<file path="src/bmse_pkg.sv">
// ----------------------------------------------------------------------------
// bmse_pkg
// Shared types, register indexes and sizing helpers of the bitmap span extractor.
// ----------------------------------------------------------------------------
package bmse_pkg;

   // word widths on the ports
   localparam int PIX_W       = 8;
   localparam int CSR_INDEX_W = 3;
   localparam int CSR_DATA_W  = 16;

   // compare width for clamping size registers against the size limits
   localparam int LIMIT_W = 13;

   // entries of the queue between front and back
   localparam int QUEUE_DEPTH = 4;

   // span end positions per byte (eight pixels plus end of row) and start flags
   localparam int ENDS_W   = 9;
   localparam int STARTS_W = 8;

   // configuration register indexes
   localparam logic [CSR_INDEX_W-1:0] REG_ORIGIN_X     = 3'd0;
   localparam logic [CSR_INDEX_W-1:0] REG_ORIGIN_Y     = 3'd1;
   localparam logic [CSR_INDEX_W-1:0] REG_IMAGE_WIDTH  = 3'd2;
   localparam logic [CSR_INDEX_W-1:0] REG_IMAGE_HEIGHT = 3'd3;
   localparam logic [CSR_INDEX_W-1:0] REG_INK_COLOR    = 3'd4;

   // configuration register file
   typedef struct packed {
      logic signed [14:0] origin_x;
      logic signed [14:0] origin_y;
      logic        [10:0] image_width;
      logic        [10:0] image_height;
      logic        [15:0] ink_color;
   } cfg_type;

   // width of one queued byte record: ends, starts, carried start, base column, row
   function automatic int rec_width(input int col_w, input int row_w);
      return ENDS_W + STARTS_W + 2 * col_w + row_w;
   endfunction

endpackage

</file>
<file path="src/bmse_queue.sv">
// ----------------------------------------------------------------------------
// bmse_queue
// Small flip-flop queue that decouples byte classification from span output.
// ----------------------------------------------------------------------------
module bmse_queue #(
   parameter int WIDTH = 48,
   parameter int DEPTH = 4
) (
   input  logic             clock,
   input  logic             reset,
   input  logic             push,
   input  logic [WIDTH-1:0] push_data,
   output logic             full,
   input  logic             pop,
   output logic             valid,
   output logic [WIDTH-1:0] pop_data
);

   localparam int PTR_W = (DEPTH > 1) ? $clog2(DEPTH) : 1;
   localparam int CNT_W = $clog2(DEPTH + 1);

   logic [WIDTH-1:0] entry_ff [DEPTH];
   logic [PTR_W-1:0] wr_ptr_ff, wr_ptr_in;
   logic [PTR_W-1:0] rd_ptr_ff, rd_ptr_in;
   logic [CNT_W-1:0] count_ff, count_in;
   logic             do_push, do_pop;

   assign full     = (count_ff == CNT_W'(DEPTH));
   assign valid    = (count_ff != '0);
   assign pop_data = entry_ff[rd_ptr_ff];
   assign do_push  = push && !full;
   assign do_pop   = pop && valid;

   // pointer and fill count update
   always_comb begin
      wr_ptr_in = wr_ptr_ff;
      rd_ptr_in = rd_ptr_ff;
      count_in  = count_ff;
      if (do_push) begin
         wr_ptr_in = (wr_ptr_ff == PTR_W'(DEPTH - 1)) ? '0 : wr_ptr_ff + 1'b1;
      end
      if (do_pop) begin
         rd_ptr_in = (rd_ptr_ff == PTR_W'(DEPTH - 1)) ? '0 : rd_ptr_ff + 1'b1;
      end
      if (do_push && !do_pop) begin
         count_in = count_ff + 1'b1;
      end else if (do_pop && !do_push) begin
         count_in = count_ff - 1'b1;
      end
   end

   always_ff @(posedge clock) begin
      if (reset) begin
         wr_ptr_ff <= '0;
         rd_ptr_ff <= '0;
         count_ff  <= '0;
      end else begin
         wr_ptr_ff <= wr_ptr_in;
         rd_ptr_ff <= rd_ptr_in;
         count_ff  <= count_in;
      end
   end

   // entry storage
   always_ff @(posedge clock) begin
      if (do_push) begin
         entry_ff[wr_ptr_ff] <= push_data;
      end
   end

endmodule

</file>
<file path="src/bmse_front.sv">
// ----------------------------------------------------------------------------
// bmse_front
// Tracks column, row and open run per byte and marks where spans start and end.
// ----------------------------------------------------------------------------
module bmse_front #(
   parameter int WIDTH_CAP  = 1024,
   parameter int HEIGHT_CAP = 1024,
   parameter int COL_W      = 11,
   parameter int ROW_W      = 11
) (
   input  logic                                     clock,
   input  logic                                     reset,
   input  logic                                     restart,
   input  bmse_pkg::cfg_type                        cfg,
   input  logic                                     accept,
   input  logic [bmse_pkg::PIX_W-1:0]               pixel_byte,
   output logic                                     rec_push,
   output logic [bmse_pkg::rec_width(COL_W, ROW_W)-1:0] rec_data
);

   localparam int BC_W = COL_W - 3;

   logic [BC_W-1:0]  byte_col_ff, byte_col_in;
   logic [ROW_W-1:0] row_ff, row_in;
   logic             open_ff, open_in;
   logic [COL_W-1:0] start_ff, start_in;

   logic [bmse_pkg::LIMIT_W-1:0]  wide_width, wide_height;
   logic [COL_W-1:0]              width_eff, base, remain, start_new;
   logic [ROW_W-1:0]              height_eff;
   logic                          active, eor, advance;
   logic [3:0]                    nv;
   logic [bmse_pkg::ENDS_W-1:0]   on, prev, ends;
   logic [bmse_pkg::STARTS_W-1:0] starts;

   // clamp the size registers to the size limits
   always_comb begin
      wide_width  = bmse_pkg::LIMIT_W'(cfg.image_width);
      wide_height = bmse_pkg::LIMIT_W'(cfg.image_height);
      width_eff   = (wide_width > bmse_pkg::LIMIT_W'(WIDTH_CAP)) ?
                    COL_W'(WIDTH_CAP) : COL_W'(wide_width);
      height_eff  = (wide_height > bmse_pkg::LIMIT_W'(HEIGHT_CAP)) ?
                    ROW_W'(HEIGHT_CAP) : ROW_W'(wide_height);
      active      = (width_eff != '0) && (height_eff != '0) && (row_ff < height_eff);
   end

   // pixels of this byte inside the row and run boundaries
   always_comb begin
      base   = {byte_col_ff, 3'b000};
      remain = width_eff - base;
      eor    = (remain <= COL_W'(8));
      nv     = eor ? remain[3:0] : 4'd8;
      on     = '0;
      for (int i = 0; i < 8; i++) begin
         on[i] = pixel_byte[7 - i] && (4'(i) < nv);
      end
      prev[0] = open_ff;
      for (int i = 1; i < bmse_pkg::ENDS_W; i++) begin
         prev[i] = on[i - 1];
      end
      for (int p = 0; p < bmse_pkg::ENDS_W; p++) begin
         ends[p] = ((4'(p) < nv) && !on[p] && prev[p]) || (eor && (4'(p) == nv) && prev[p]);
      end
      for (int i = 0; i < bmse_pkg::STARTS_W; i++) begin
         starts[i] = on[i] && !prev[i];
      end
      // last run opened in this byte wins
      start_new = start_ff;
      for (int i = 0; i < bmse_pkg::STARTS_W; i++) begin
         if (starts[i]) begin
            start_new = base + COL_W'(i);
         end
      end
   end

   // scan state update
   always_comb begin
      advance     = accept && active;
      byte_col_in = byte_col_ff;
      row_in      = row_ff;
      open_in     = open_ff;
      start_in    = start_ff;
      if (advance) begin
         byte_col_in = eor ? '0 : byte_col_ff + 1'b1;
         row_in      = eor ? row_ff + 1'b1 : row_ff;
         open_in     = eor ? 1'b0 : on[7];
         start_in    = start_new;
      end
   end

   always_ff @(posedge clock) begin
      if (reset || restart) begin
         byte_col_ff <= '0;
         row_ff      <= '0;
         open_ff     <= 1'b0;
         start_ff    <= '0;
      end else begin
         byte_col_ff <= byte_col_in;
         row_ff      <= row_in;
         open_ff     <= open_in;
         start_ff    <= start_in;
      end
   end

   // only bytes that close at least one span go to the queue
   assign rec_push = advance && (ends != '0);
   assign rec_data = {ends, starts, start_ff, base, row_ff};

endmodule

</file>
<file path="src/bmse_back.sv">
// ----------------------------------------------------------------------------
// bmse_back
// Walks head record span ends to output stage, one span per cycle while it is free.
// ----------------------------------------------------------------------------
module bmse_back #(
   parameter int COL_W = 11,
   parameter int ROW_W = 11
) (
   input  logic                                         clock,
   input  logic                                         reset,
   input  bmse_pkg::cfg_type                            cfg,
   input  logic                                         q_valid,
   input  logic [bmse_pkg::rec_width(COL_W, ROW_W)-1:0] q_data,
   output logic                                         q_pop,
   output logic                                         rsp_empty,
   input  logic                                         rsp_pop,
   output logic signed [15:0]                           rsp_span_x,
   output logic signed [15:0]                           rsp_span_y,
   output logic [10:0]                                  rsp_span_length,
   output logic [15:0]                                  rsp_span_ink,
   output logic                                         rsp_last_of_item
);

   localparam int REC_W = bmse_pkg::rec_width(COL_W, ROW_W);

   logic [bmse_pkg::ENDS_W-1:0]   ends, live, sel;
   logic [bmse_pkg::ENDS_W-1:0]   done_ff, done_in;
   logic [bmse_pkg::STARTS_W-1:0] starts;
   logic [COL_W-1:0]              carry_start, base, start_col;
   logic [ROW_W-1:0]              row;
   logic [3:0]                    p;
   logic [2:0]                    sidx;
   logic                          found, last, slot_free, step;
   logic [15:0]                   x, y, end_col, len;

   logic                out_valid_ff, out_valid_in;
   logic signed [15:0]  x_ff, y_ff;
   logic [10:0]         len_ff;
   logic [15:0]         ink_ff;
   logic                last_ff;

   // unpack the head record
   assign ends        = q_data[REC_W-1 -: bmse_pkg::ENDS_W];
   assign starts      = q_data[REC_W-bmse_pkg::ENDS_W-1 -: bmse_pkg::STARTS_W];
   assign carry_start = q_data[ROW_W+2*COL_W-1 -: COL_W];
   assign base        = q_data[ROW_W+COL_W-1 -: COL_W];
   assign row         = q_data[ROW_W-1:0];

   // next span: lowest open end, and the latest start before it
   always_comb begin
      live = ends & ~done_ff;
      p    = 4'd0;
      for (int i = bmse_pkg::ENDS_W - 1; i >= 0; i--) begin
         if (live[i]) begin
            p = 4'(i);
         end
      end
      sel   = bmse_pkg::ENDS_W'(1) << p;
      last  = ((live & ~sel) == '0);
      found = 1'b0;
      sidx  = 3'd0;
      for (int i = 0; i < bmse_pkg::STARTS_W; i++) begin
         if (starts[i] && (4'(i) < p)) begin
            found = 1'b1;
            sidx  = 3'(i);
         end
      end
      start_col = found ? base + COL_W'(sidx) : carry_start;
      end_col   = 16'(base) + 16'(p);
      len       = end_col - 16'(start_col);
      x         = {cfg.origin_x[14], cfg.origin_x} + 16'(start_col);
      y         = {cfg.origin_y[14], cfg.origin_y} + 16'(row);
   end

   // advance when the output stage is free or being drained
   always_comb begin
      slot_free    = !out_valid_ff || rsp_pop;
      step         = q_valid && slot_free;
      q_pop        = step && last;
      done_in      = done_ff;
      out_valid_in = out_valid_ff;
      if (step) begin
         done_in      = last ? '0 : (done_ff | sel);
         out_valid_in = 1'b1;
      end else if (rsp_pop) begin
         out_valid_in = 1'b0;
      end
   end

   always_ff @(posedge clock) begin
      if (reset) begin
         done_ff      <= '0;
         out_valid_ff <= 1'b0;
      end else begin
         done_ff      <= done_in;
         out_valid_ff <= out_valid_in;
      end
   end

   // output word register
   always_ff @(posedge clock) begin
      if (step) begin
         x_ff    <= x;
         y_ff    <= y;
         len_ff  <= len[10:0];
         ink_ff  <= cfg.ink_color;
         last_ff <= last;
      end
   end

   assign rsp_empty        = !out_valid_ff;
   assign rsp_span_x       = x_ff;
   assign rsp_span_y       = y_ff;
   assign rsp_span_length  = len_ff;
   assign rsp_span_ink     = ink_ff;
   assign rsp_last_of_item = last_ff;

endmodule

</file>
<file path="src/bitmap_row_span_extractor.sv">
// ----------------------------------------------------------------------------
// bitmap_row_span_extractor
// Turns a byte stream of a one-bit bitmap into horizontal ink spans per row.
// ----------------------------------------------------------------------------
// Throughput: one byte per cycle while each byte closes at most one span and the
//   receiver keeps popping; a byte that closes several spans (up to five) hands
//   them out one at a time, absorbed by a four-entry queue between the byte
//   scanner and the span walker; spans pass the queue and the output register.
//   Reset zeroes the registers and scan state, empties queue and output.
module bitmap_row_span_extractor #(
   parameter int WIDTH_CAP  = 1024,
   parameter int HEIGHT_CAP = 1024
) (
   input  logic                                clock,
   input  logic                                reset,
   input  logic                                req_push,
   output logic                                req_full,
   input  logic [bmse_pkg::PIX_W-1:0]          req_pixel_byte,
   output logic                                rsp_empty,
   input  logic                                rsp_pop,
   output logic signed [15:0]                  rsp_span_x,
   output logic signed [15:0]                  rsp_span_y,
   output logic [10:0]                         rsp_span_length,
   output logic [15:0]                         rsp_span_ink,
   output logic                                rsp_last_of_item,
   input  logic                                csr_valid,
   output logic                                csr_ready,
   input  logic [bmse_pkg::CSR_INDEX_W-1:0]    csr_index,
   input  logic [bmse_pkg::CSR_DATA_W-1:0]     csr_data
);

   localparam int COL_W = $clog2(WIDTH_CAP + 1);
   localparam int ROW_W = $clog2(HEIGHT_CAP + 1);
   localparam int REC_W = bmse_pkg::rec_width(COL_W, ROW_W);

   bmse_pkg::cfg_type cfg_ff, cfg_in;
   logic              restart;
   logic              accept;
   logic              q_push, q_full, q_valid, q_pop;
   logic [REC_W-1:0]  q_push_data, q_pop_data;

   // configuration register writes; a known register restarts the image
   assign csr_ready = 1'b1;

   always_comb begin
      cfg_in  = cfg_ff;
      restart = 1'b0;
      if (csr_valid) begin
         unique case (csr_index)
            bmse_pkg::REG_ORIGIN_X: begin
               cfg_in.origin_x = csr_data[14:0];
               restart         = 1'b1;
            end
            bmse_pkg::REG_ORIGIN_Y: begin
               cfg_in.origin_y = csr_data[14:0];
               restart         = 1'b1;
            end
            bmse_pkg::REG_IMAGE_WIDTH: begin
               cfg_in.image_width = csr_data[10:0];
               restart            = 1'b1;
            end
            bmse_pkg::REG_IMAGE_HEIGHT: begin
               cfg_in.image_height = csr_data[10:0];
               restart             = 1'b1;
            end
            bmse_pkg::REG_INK_COLOR: begin
               cfg_in.ink_color = csr_data;
               restart          = 1'b1;
            end
            default: begin
               cfg_in  = cfg_ff;
               restart = 1'b0;
            end
         endcase
      end
   end

   always_ff @(posedge clock) begin
      if (reset) begin
         cfg_ff <= '0;
      end else begin
         cfg_ff <= cfg_in;
      end
   end

   // input word handshake
   assign req_full = q_full;
   assign accept   = req_push && !q_full;

   // byte scanner
   bmse_front #(
      .WIDTH_CAP  (WIDTH_CAP),
      .HEIGHT_CAP (HEIGHT_CAP),
      .COL_W      (COL_W),
      .ROW_W      (ROW_W)
   ) u_front (
      .clock      (clock),
      .reset      (reset),
      .restart    (restart),
      .cfg        (cfg_ff),
      .accept     (accept),
      .pixel_byte (req_pixel_byte),
      .rec_push   (q_push),
      .rec_data   (q_push_data)
   );

   // record queue
   bmse_queue #(
      .WIDTH (REC_W),
      .DEPTH (bmse_pkg::QUEUE_DEPTH)
   ) u_queue (
      .clock     (clock),
      .reset     (reset),
      .push      (q_push),
      .push_data (q_push_data),
      .full      (q_full),
      .pop       (q_pop),
      .valid     (q_valid),
      .pop_data  (q_pop_data)
   );

   // span walker and output stage
   bmse_back #(
      .COL_W (COL_W),
      .ROW_W (ROW_W)
   ) u_back (
      .clock            (clock),
      .reset            (reset),
      .cfg              (cfg_ff),
      .q_valid          (q_valid),
      .q_data           (q_pop_data),
      .q_pop            (q_pop),
      .rsp_empty        (rsp_empty),
      .rsp_pop          (rsp_pop),
      .rsp_span_x       (rsp_span_x),
      .rsp_span_y       (rsp_span_y),
      .rsp_span_length  (rsp_span_length),
      .rsp_span_ink     (rsp_span_ink),
      .rsp_last_of_item (rsp_last_of_item)
   );

   // queued records always carry at least one span end
   assert property (@(posedge clock) disable iff (reset)
      q_push |-> (q_push_data[REC_W-1 -: bmse_pkg::ENDS_W] != '0))
      else $error("record queued without any span end");

   // retiring a record leaves its final span in the output stage
   assert property (@(posedge clock) disable iff (reset)
      q_pop |=> (!rsp_empty && rsp_last_of_item))
      else $error("record retired without a final span");

   // a span only appears when a record was waiting
   assert property (@(posedge clock) disable iff (reset)
      $fell(rsp_empty) |-> $past(q_valid))
      else $error("span shown without a queued record");

endmodule

</file>
<file path="config.mk">
export PLATFORM = sky130hd
export DESIGN_NAME = bitmap_row_span_extractor
export DESIGN_NICKNAME = d
export VERILOG_FILES = /design/src/bmse_pkg.sv /design/src/bmse_queue.sv /design/src/bmse_front.sv /design/src/bmse_back.sv /design/src/bitmap_row_span_extractor.sv
export SDC_FILE = /design/constraint.sdc
export NUM_CORES = 1
export LEC_CHECK = 0
export CORE_ASPECT_RATIO = 1.75
export CORE_MARGIN = 5
export CORE_UTILIZATION = 55
export DETAILED_ROUTE_END_ITERATION = 8
export DONT_BUFFER_PORTS = 1
export PLACE_DENSITY = 0.7
export REMOVE_ABC_BUFFERS = 1
export SLEW_MARGIN = 20
export SYNTH_ARGS = -nofsm -noshare
export SYNTH_HDL_FRONTEND = slang
export SYNTH_SLANG_ARGS = --single-unit
</file>
<file path="constraint.sdc">
create_clock -name clock -period 11.4 [get_ports clock]
set_input_delay 2.28 -clock clock [delete_from_list [all_inputs] [get_ports clock]]
set_output_delay 2.28 -clock clock [all_outputs]
set_load 0.02 [all_outputs]
</file>
---- After elaboration in Yosys (flattened, before gate mapping) ----
Memories as Yosys holds them, arrays and structs flattened. A register that Yosys moved wholly into a read port is not among the register bits.
Index checks and enable logic that the tools add are counted.
word-level totals
  memories ................................ 1
  logic and storage cells ................. 244
  memory bits (writable) .................. 188
  register bits after elaboration ......... 176
memory list
  name              words  width  read ports  clocked after Yosys merged registers in  write ports  line              text
  u_queue.entry_ff  4      47     1           1                                        1            bmse_queue.sv:22  logic [WIDTH-1:0] entry_ff [DEPTH];
operators by class
  equality and inequality tests ........... 15
  $lt $le $gt $ge ......................... 21
  reductions and logical operators ........ 112
  add/sub/neg operators ................... 19
  bitwise logic cells ..................... 5
  shifts and indexed selects .............. 1
  muxes and demuxes ....................... 51
operators by type and width
  cell                     count
  $mux W11                 11
  $logic_and A1 B1 Y1      70
  $add A11 B3 Y11 const B  4
  $mux W4                  10
  $add A15 B12 Y16         2
  $lt A3 B4 Y1 const A     8
  $add A11 B1 Y11 const B  2
  $add A11 B2 Y11 const B  2
  $gt A11 B11 Y1 const B   2
  $reduce_bool A11 Y1      2
  $sub A11 B11 Y11         2
  $and A9 B9 Y9            2
  $mux W3                  6
  $not A9 Y9               2
  $eq A3 B4 Y1 const A     4
  $lt A1 B4 Y1 const A     4
  $lt A2 B4 Y1 const A     4
  $mux W1                  16
  $reduce_and A2 Y1        7
  $logic_not A1 Y1         13
  $mux W2                  6
  $add A11 B3 Y11          1
  $add A11 B4 Y11          1
  $le A11 B4 Y1 const B    1
  26 further kinds         42

---- Logic depth before layout (Yosys ltp) ----
  depth after elaboration ................. 23
  gate-level depth with buffers ........... 24
  depth with buffers taken out ............ 23

---- By module ----
A second synthesis with hierarchy kept.
second synthesis, totals
  cell total of the unflattened synthesis .. 1351
  area total of the unflattened synthesis .. 17905.9 um2
modules (own cells, without submodules)
  module                     cells an instance  times used  area each (um2)
  bmse_queue                 312                1           7699.9
  bmse_back                  454                1           4833.4
  bitmap_row_span_extractor  248                1           2757.6
  bmse_front                 337                1           2615.0

---- Least setup slack after synthesis ----
Ideal clock, no wire load.
  kind .................................... input -> register
  from .................................... in rsp_pop
  to ...................................... reg u_queue.count_ff[2]
  setup slack ............................. 4474 ps
  data required time ...................... 11330 ps
  path buffers ............................ 0
  arrival ................................. 6856 ps
  setup time .............................. 70 ps
  cell stages on the path ................. 10
  cell sequence ........................... inv_1 > a21oi_1 > and2_0 > inv_1 > ha_1 > inv_1 > fa_1 > xor2_1 > or3_1 > a21oi_1
on the way
  word-level cells in the longest chain between the ends .. 7
  elaborated cells between the ends (all ways) .. 9
  classes of those cells .................. mux: 1; reduce/logical: 8
RTL lines
  what                                                  line                             text
  start, declared                                       bitmap_row_span_extractor.sv:20  input logic rsp_pop,
  $logic_or A1 B1 Y1 (*)                                bmse_back.sv:77                  slot_free = !out_valid_ff || rsp_pop;
  $logic_and A1 B1 Y1 (*)                               bmse_back.sv:78                  step = q_valid && slot_free;
  $logic_and A1 B1 Y1 (*)                               bmse_back.sv:79                  q_pop = step && last;
  $logic_and A1 B1 Y1 (*)                               bmse_queue.sv:32                 assign do_pop = pop && valid;
  $logic_not A1 Y1                                      bmse_queue.sv:45                 if (do_push && !do_pop) begin
  $logic_and A1 B1 Y1                                   bmse_queue.sv:45
  $mux W3 / $reduce_bool A2 Y1 (equally long branches)  n/a
  end signal, assigned                                  bmse_queue.sv:60                 count_ff <= count_in;
  end, declared                                         bmse_queue.sv:25                 logic [CNT_W-1:0] count_ff, count_in;
Every way passes the cells marked *; elsewhere a longest branch is shown, timed or not.
A chain may end at the register's enable or synchronous reset.

==> reports/summary.txt <==
clk_lat worst skew - 0.52 ns
CP max stage delay - 0.70 ns
synthesized area per cell - 12.2 µm²
TritonCTS buffer count - 34
first-pass GRT wire length - 59.0 mm
RD Place Congestion - 0.927
Synth Area in Simple Gates - 0.118
drt initial violations - 668
Layout Skew - 0.0194 ns
Slowest cell on crit path - dfxtp_4
Main synth FF type - edfxtp_1
Seq/Total Area, Yosys - 0.591
startpoint type of the worst setup path - register
met2 GRT Util - 0.427
Worst Path Required - 11.77 ns
share of layout cells above drive strength 1 - 0.106
Final Setup Violations - 0
routed wire length per instance - 21.5 µm
Max-Cap Viols - 0
CP cell instances - mux4_2 -> and2_1 -> o21ai_0 -> a32o_1 -> inv_1 -> nor3_1 -> a221oi_1 -> nor2b_1 -> buf_4 -> a221o_1 -> ha_1 -> fa_1 -> a21o_1 -> a21oi_1 -> o21bai_1 -> a21oi_1 -> o21bai_1 -> a21oi_1 -> o21ai_0 -> or4b_2 -> nand3_1
most crowded layer after global routing - met2
Final Hold Fails - 0
synth warn - 0
Crit. End Element - register
dominant cells by area after synthesis - edfxtp_1 (45%), dfxtp_1 (14%), mux4_2 (6.2%)
Final HPWL DP - 26.6 mm
worst endpoint data arrival time - 6.80 ns
Finished Cell Area - 18200 µm²
PwrDens - 153 nW/µm²
worst hold slack - 0.426 ns
Synth Area in Compound Gates - 0.104
detailed-route via count - 10600
largest net degree at the start of global routing - 79
cell count after placement - 1712
Hold Crit Class - reg -> reg
io pins - 95
main combinational cell family by area after synthesis - simple AND/OR/NAND/NOR gates
XOR/XNOR share of the synthesized area - 0.0280
CP bufs+invs - 2
leading area contributor after synthesis - edfxtp_1
initial antenna violation count - 0
Adder-Cell Fraction of Synth Area - 0.0583
post_cts resized - 0
Total GRT Usage - 0.226
vias per cell - 5.96
grt met1 use - 0.242
# hold bufs at CTS - 0
most used cell, CP - a21oi_1
outcome - finished, final reports clean
fin crit period - 6.43 ns
final setup TNS - 0 ns
fmax - 0.155 GHz
placed inst area - 17000 µm²
Worst-path clk slew - 0.07 ns
die width - 141 µm
Rows - 84
worst slew pin tran - 1.11 ns
Post-Syn Instances - 1361
DR pass1 iterations - 5
async set-reset flop share out of synthesis - 0
RSZ-0062 raised after global routing - no
buffer count from post-CTS setup fixing - 0
die height - 240 µm
synth-to-layout area growth - 9.45%
Netlist cell types - 77
Max IR drop VDD - 0.000112 V
CP Max Fanout - 24
core area - 30000 µm²
H-tree depth - 2
Layout Nets - 1466
worst setup path class - reg -> reg
PortBufs - 0
GR Util met3 - 0.0354
crit share post-route - 0.564
Routed WL - 38.2 mm
Crit path max-delay family - compound AO/OA/AOI/OAI gates
clock buffer depth - 3
Initial Utilization - 0.554
Seq cells post-synth - 366
CTS tree - done
Final Max Slew Viols - 0
Netlist Area Pre-Place - 16600 µm²
die area - 33900 µm²
slew margin rel. - 0.253
vias in the first global route - 10600
area share of the largest cell type after synthesis - 0.449
clk sinks - 366
Root Buffer - clkbuf_16
remaining global-route overflow - 0
Post-synth EDFFs - 248
Routed Antenna Nets - 0
diodes inserted - 0
mux contribution to synthesized area - 0.0717
post-route insts no fill - 1774
# DRC - 0
Lkg Pwr - 6.25 nW
-- synthesized netlist by cell type (3+ instances only) --
master	count
a22o_1	4
o21a_1	10
o311ai_0	4
and3_1	4
a21o_1	15
xor2_1	21
fa_1	6
or3_1	11
dfxtp_1	118
nor4_1	7
o2111a_1	4
xnor2_1	32
buf_1	7
ha_1	67
mux2i_1	12
nand3_1	28
a21oi_1	116
o22ai_1	3
nor3b_1	10
a32oi_1	3
mux2_2	3
o21ai_0	36
edfxtp_1	248
inv_1	72
clkbuf_1	39
nor2b_1	15
nand2_1	200
nand2b_1	9
o2111ai_1	5
a31o_2	4
nor3_1	17
o21ai_1	3
o31ai_1	14
or2_2	6
mux4_2	46
a22oi_1	5
nor2_1	68
o21bai_1	5
a311oi_1	5
and2_1	21
nand4_1	8
-- sequential cells by signal (all words and copies together), names as in the netlist, named ones only --
signal / count
u_front.open_ff: 1
u_back.rsp_span_y: 16
u_back.rsp_span_x: 16
u_front.byte_col_ff: 8
u_back.done_ff: 9
u_back.rsp_span_ink: 16
u_queue.rd_ptr_ff: 2
u_back.rsp_span_length: 11
u_back.out_valid_ff: 1
u_front.start_ff: 11
u_queue.entry_ff: 188
u_queue.count_ff: 3
u_queue.wr_ptr_ff: 2
u_back.rsp_last_of_item: 1
u_front.row_ff: 11
cfg_ff: 68
-- kinds of logic after synthesis --
kind of cell | after synthesis
xor+xnor | 53
mux | 61
flops | 366
buf+inv | 122
simple gates | 419
compound gates | 265
fa+ha+maj | 74
other cells | 1
-- routing by layer --
metal | part of all wire | vias up
met4 | 0.050 | 0
met1 | 0.35 | 5172
li1 | - | 4993
met2 | 0.55 | 321
met3 | 0.052 | 93
met5 | 0 | -
-- power by group --
group	total, mW	internal [mW]	switching [mW]
Clock	1.15	0.672	0.477
Sequential	1.45	1.43	0.0195
Combinational	0.172	0.0623	0.109
Total	2.77	2.17	0.606
-- layout by cell type (no fill, tap or decap), types with 7 or more instances in the layout --
master     synthesis  routed
and2_1            21      17
nand2_1          200     200
a21o_1            15      15
xor2_1            21      21
clkbuf_1          39       7
o21a_1            10      10
clkbuf_16          0      39
a21oi_1          116     115
inv_1             72      72
edfxtp_1         248     248
o21ai_0           36      36
o31ai_1           14      14
nor4_1             7       7
or3_1             11      11
nand2b_1           9       9
ha_1              67      67
mux4_2            46      46
nand3_1           28      28
nor3_1            17      17
nor2b_1           15      15
xnor2_1           32      32
nor2_1            68      68
nor3b_1           10       9
buf_4              1      14
mux2i_1           12      12
nand4_1            8       8
dfxtp_1          118     116
-- stage by stage --
stage,util,power [mW],setup slack [ns]
global route,0.607,2.87,4.50
detailed placement,0.568,1.65,5.04
finish,0.607,2.77,4.97
floorplan,-,1.60,4.32
CTS,0.607,2.80,4.92
global placement,0.568,1.65,5.19
-- layout make-up --
class / count / area, µm²
clock buffer: 50 / 1060
clock inverter: 12 / 97.6
fill: 2336 / 11800
inverter: 72 / 270
multi-input combinational: 873 / 6340
sequential: 366 / 9810
tap: 387 / 484
timing repair buffer: 14 / 105
-- worst paths after layout --
kind | cells past startpoint | to | slack, ns | from
worst max register to register | 21 | u_back.rsp_span_x[14] | 4.97 | register
worst min-delay path | 0 | u_back.rsp_span_ink[6] | 0.43 | cfg_ff[6]
worst min register to register | 0 | u_back.rsp_span_ink[6] | 0.43 | cfg_ff[6]
worst max-delay path | 21 | u_back.rsp_span_x[14] | 4.97 | register
No activity file was read; power rests on OpenSTA's default activity.
